==> src/hdl/bqhp_pkg.sv <==
// shared types and constants for the biquad high-pass filter
// no dependencies; imported by every module in hdl/
`default_nettype none

package bqhp_pkg;

    localparam int SAMPLE_BITS        = 24;
    localparam int COEF_BITS          = 32;
    localparam int COEF_FRAC_BITS_DEF = 29;
    localparam int CFG_IDX_BITS       = 3;

    // b0 reset value is 1.0 in q3.29
    localparam logic signed [COEF_BITS-1:0] FF_NOW_RESET = 32'sd536870912;

    typedef enum logic [CFG_IDX_BITS-1:0] {
        REG_FF_NOW   = 3'd0,
        REG_FF_PREV1 = 3'd1,
        REG_FF_PREV2 = 3'd2,
        REG_FB_PREV1 = 3'd3,
        REG_FB_PREV2 = 3'd4
    } t_reg_idx;

    typedef struct packed {
        logic signed [SAMPLE_BITS-1:0] sample_in;
        logic                          restart;
    } t_in_item;

    typedef struct packed {
        logic signed [SAMPLE_BITS-1:0] sample_out;
        logic                          clipped;
    } t_out_item;

    typedef struct packed {
        logic signed [COEF_BITS-1:0] ff_gain_now;
        logic signed [COEF_BITS-1:0] ff_gain_prev1;
        logic signed [COEF_BITS-1:0] ff_gain_prev2;
        logic signed [COEF_BITS-1:0] fb_gain_prev1;
        logic signed [COEF_BITS-1:0] fb_gain_prev2;
    } t_coefs;

endpackage

`default_nettype wire

==> src/hdl/bqhp_cfg_regs.sv <==
// coefficient register bank for the biquad high-pass filter
// depends on bqhp_pkg
`default_nettype none

module bqhp_cfg_regs (
    input  wire                                    i_clk,
    input  wire                                    i_rst_n,
    input  wire                                    i_wr_en,
    input  wire  [bqhp_pkg::CFG_IDX_BITS-1:0]      i_wr_index,
    input  wire  [bqhp_pkg::COEF_BITS-1:0]         i_wr_data,
    output bqhp_pkg::t_coefs                       o_coefs
);
    import bqhp_pkg::*;

    t_coefs r_coefs;

    always_ff @(posedge i_clk) begin
        if (!i_rst_n) begin
            r_coefs.ff_gain_now   <= FF_NOW_RESET;
            r_coefs.ff_gain_prev1 <= '0;
            r_coefs.ff_gain_prev2 <= '0;
            r_coefs.fb_gain_prev1 <= '0;
            r_coefs.fb_gain_prev2 <= '0;
        end else if (i_wr_en) begin
            // unknown indexes are dropped
            unique case (i_wr_index)
                REG_FF_NOW:   r_coefs.ff_gain_now   <= i_wr_data;
                REG_FF_PREV1: r_coefs.ff_gain_prev1 <= i_wr_data;
                REG_FF_PREV2: r_coefs.ff_gain_prev2 <= i_wr_data;
                REG_FB_PREV1: r_coefs.fb_gain_prev1 <= i_wr_data;
                REG_FB_PREV2: r_coefs.fb_gain_prev2 <= i_wr_data;
                default: begin
                end
            endcase
        end
    end

    assign o_coefs = r_coefs;

endmodule

`default_nettype wire

==> config.mk <==
export PLATFORM = sky130hd
export DESIGN_NAME = bqhp_cfg_regs
export DESIGN_NICKNAME = d
export VERILOG_FILES = /design/src/hdl/bqhp_pkg.sv /design/src/hdl/bqhp_cfg_regs.sv
export SDC_FILE = /design/constraint.sdc
export NUM_CORES = 1
export LEC_CHECK = 0
export BUFFER_PORTS_ARGS = -buffer_cell sky130_fd_sc_hd__buf_2
export CAP_MARGIN = 20
export CORE_ASPECT_RATIO = 0.9
export CORE_MARGIN = 2
export CORE_UTILIZATION = 54
export DETAILED_ROUTE_END_ITERATION = 16
export PLACE_DENSITY = 0.85
export SYNTH_ARGS = -nofsm -noshare
export SYNTH_HDL_FRONTEND = slang
export SYNTH_SLANG_ARGS = --single-unit
==> constraint.sdc <==
create_clock -name i_clk -period 1.7 [get_ports i_clk]
set_input_delay 0.085 -clock i_clk [delete_from_list [all_inputs] [get_ports i_clk]]
set_output_delay 0.085 -clock i_clk [all_outputs]
set_load 0.005 [all_outputs]
=== Word-level counts from Yosys, hierarchy flattened ===
Cells that the tools add are included.

* Register bits after elaboration: 160
* Latch bits: 0
* RAM bits: 0
* Memory bits (read-only): 0
* Bits of input ports: 38
* Output and inout bits: 160
* Word-level logic and storage cells: 15
* Memories kept: 0

* $add $sub $neg: 0
* Multipliers: 0
* Divide/modulo/power cells: 0
* Magnitude comparators: 0
* Equality and inequality tests: 4
* Shift operators: 0
* Muxes and demuxes: 0
* Bitwise logic cells: 0
* Reductions and logical operators: 6

{| class="wikitable"
|+ Operators by type and width
! cell !! number
|-
| $reduce_and 2->1 || 5
|-
| $eq 3x2->1 const B || 2
|-
| $eq 3x1->1 const B || 1
|-
| $eq 3x3->1 const B || 1
|-
| $logic_not 3->1 || 1
|}

=== Logic depth before layout (Yosys ltp) ===
* Depth after elaboration: 2
* Mapped depth: 4
* Depth with buffers taken out: 2

=== Worst setup path before layout ===
Ideal clock, no wire load.

* Path kind: input port to flip-flop
* Start point: input port i_wr_index[0] (netlist bit)
* End point: register r_coefs, in the netlist o_coefs[128]
* Setup time: 0.072 ns
* Data arrival time: 0.902 ns
* Required time: 1.628 ns
* Slack: 0.727 ns
* Stages on the path: 3
* Path buffers: 1
* Path through: nor4b_4 -> buf_6 -> mux2i_1

* Longest elaborated chain between the ends: 2

{| class="wikitable"
|+ Ends and longest elaborated chain
! what !! line !! RTL
|-
| start: declaration || bqhp_cfg_regs.sv:9 || <nowiki>input wire [bqhp_pkg::CFG_IDX_BITS-1:0] i_wr_index,</nowiki>
|-
| $logic_not 3->1 || bqhp_cfg_regs.sv:26 || <nowiki>unique case (i_wr_index)</nowiki>
|-
| $reduce_and 2->1 (no source line) || n/a ||
|-
| end: declaration || bqhp_cfg_regs.sv:15 || <nowiki>t_coefs r_coefs;</nowiki>
|}

No other way between the ends.
A chain may end at the register's enable or synchronous reset.

==> flow_metrics.tcl <==
set metrics [dict create \
    status "complete, no violations" \
    required_ns 2.02 \
    portBuffers 197 \
    wl_per_cell_um 16.46 \
    cts_tree "yes" \
    synthAdderAreaFrac_pct 0 \
    arrival_ns 1.56 \
    end_kind "flip-flop" \
    fin_tns_setup_ns 0 \
    layout_commonest_cell "buf_2" \
    largest_reg_flops 160 \
    slowest_delay_ns 0.53 \
    ios 198 \
    synth_nets 595 \
    worst_path_dominant_cell_family "buffers and inverters" \
    path_cells "dlygate4sd3_1 -> buf_4 -> buf_12 -> nand2_1 -> mux2i_1" \
    ys_types 12 \
    vias_per_cell 5.183 \
    layout_common_cells "196 x buf_2, 191 x nand2_1, 160 x mux2i_1, 160 x dfxtp_1, 17 x clkbuf_16" \
    rows 35 \
    htreeDepth 4 \
    synthMuxAreaShare_pct 27.51 \
    power_density_nw_per_um2 1076 \
    finalSetupViolCount 0 \
    synthSimpleGateAreaFrac_pct 13.67 \
    ys_ff_latch 160 \
    core_sq_um 10380 \
    syn_area_sq_um 5822 \
    synth_compound_area_share_pct 0 \
    ir_worst_vdd_mv 0.5631 \
    hpwl_mm 10.26 \
    cts_buffer_depth 2 \
    fmax_ghz 0.8117 \
    dieArea_sq_um 11630 \
    synth.area.top_cells "dfxtp_1 55%, mux2i_1 28%, nand2_1 12%" \
    area_delta_synth_final_pct 30.17 \
    syn_area_per_cell_sq_um 10.45 \
    path_max_fanout 64 \
    overflow 0 \
    die_y_um 102.5 \
    min_period_over_period_pct 72.47 \
    vias 4623 \
    die-width_um 113.5 \
    cts.clk_slew.worst_paths_ns 0.07 \
    antenna_found_initial 0 \
    wl_mm 14.68 \
    firstDrtPassIters 4 \
    worstMarginPinSlew_ns 0.4464 \
    gp_congestion 0.7786 \
    crit_buf_inv 3 \
    grt_pass1_wl_mm 22.89 \
    hold_viol 0 \
    syn_inst 557 \
    synth_top_family_by_area "multiplexers" \
    cts_buffers 17 \
    rsz0062_at_grt "no" \
    yosysTopAreaCellShare_pct 55.02 \
    slew_headroom_pct 70.17 \
    yosysTopAreaCell "dfxtp_1" \
    grt_pass1_vias 4576 \
    first_iter_violations 232 \
    leakagePower_nw 4.217 \
    track_usage_pct 25.37 \
    yosysSeqAreaShare_pct 55.02 \
    path_class "in2reg" \
    antenna_left 0 \
    finalCriticalPeriod_ns 1.232 \
    drv_slew 0 \
    grt_max_degree 65 \
    cp-start-kind "input pin" \
    skew_ns 0 \
    post_cts_resize_count 0 \
    slowest_stage "dlygate4sd3_1" \
    nets 788 \
    drc_errors 0 \
    cts_setup_buffers 0 \
    diodes 0 \
    cts-root-buf "clkbuf_16" \
    initial_core_util_pct 56.09 \
    cts_num_sinks 160 \
    drive_gt1_share_pct 32.37 \
    ys_warn_count 0 \
    min_path_type "in2reg" \
    post_synth_xor_area_fraction_pct 0 \
    insertion_delay_ns 0.41 \
    hold_ws_ns 0.02570 \
    cap_violations 0 \
]
==> cell type report <==
type	count	area, sq um
flip-flops and latches	160	3203
clock inverters	13	138.9
well taps	129	161.4
repair buffers	213	1176
fillers	734	2800
clock buffers	19	452.9
multi-input cells	358	2446
==> synth_stat cells (all sizes together) <==
| master | n |
|---|---|
| dfxtp | 160 |
| mux2i | 160 |
| clkbuf | 16 |
| nor4b | 1 |
| nand2 | 191 |
| buf | 23 |
| nand4b | 1 |
| nand4bb | 3 |
| nor2b | 2 |
==> power breakdown <==
group          switching [W]  internal, W  total, W  leakage (nW)
logic               0.000287     0.000210  0.000497          2.63
clock network        0.00163      0.00216   0.00378         0.291
registers          0.0000436      0.00383   0.00387          1.29
==> per-layer routing <==
| metal | vias up | global-route usage, % | part of all wire, % |
|---|---|---|---|
| met2 | 164 | 45.09 | 50 |
| met5 | - | 0 | 0 |
| li1 | 2228 | - | - |
| met4 | 0 | 8.630 | 1.2 |
| met3 | 18 | 6.349 | 5.7 |
| met1 | 2213 | 30.42 | 43 |
==> repair_timing <==
item,CTS,global route
hold endpoints to repair,4,0
hold buffers,2,0
setup endpoints to repair,0,0
==> through the flow <==
stage	cell area (sq um)	cells	worst slack, ns	total power, W	utilization, %
after floorplan	5822	557	0.7267	0.004220	-
after global placement	6967	858	0.3899	0.004430	67.12
after detailed placement	6967	858	0.3285	0.004450	67.12
after CTS	7579	892	0.4978	0.008193	73.02
after global routing	7579	892	0.4200	0.008403	73.02
final	7579	892	0.4681	0.008156	73.02
==> path summary, 6_finish.rpt <==
path / from / to / cells past startpoint / slack (ns)
setup reg to reg: o_coefs[115] / o_coefs[115] / 2 / 0.99
hold reg to reg: o_coefs[49] / o_coefs[49] / 2 / 0.45
setup / recovery: i_rst_n / o_coefs[115] / 5 / 0.47
hold / removal: i_wr_data[24] / o_coefs[88] / 3 / 0.03
==> kinds of logic (layout without fill, tap and decap cells) <==
| kind of cell | after synthesis | in the layout |
|---|---|---|
| simple gates | 198 | 198 |
| mux | 160 | 160 |
| flops | 160 | 160 |
| buf+inv | 39 | 245 |
==> worst register-to-register path, cell delays in order, from the launching register on <==
cell and delay (ns):
dfxtp_1 0.37, nand2_1 0.07, mux2i_1 0.19
(Power assumes the default switching activity.)
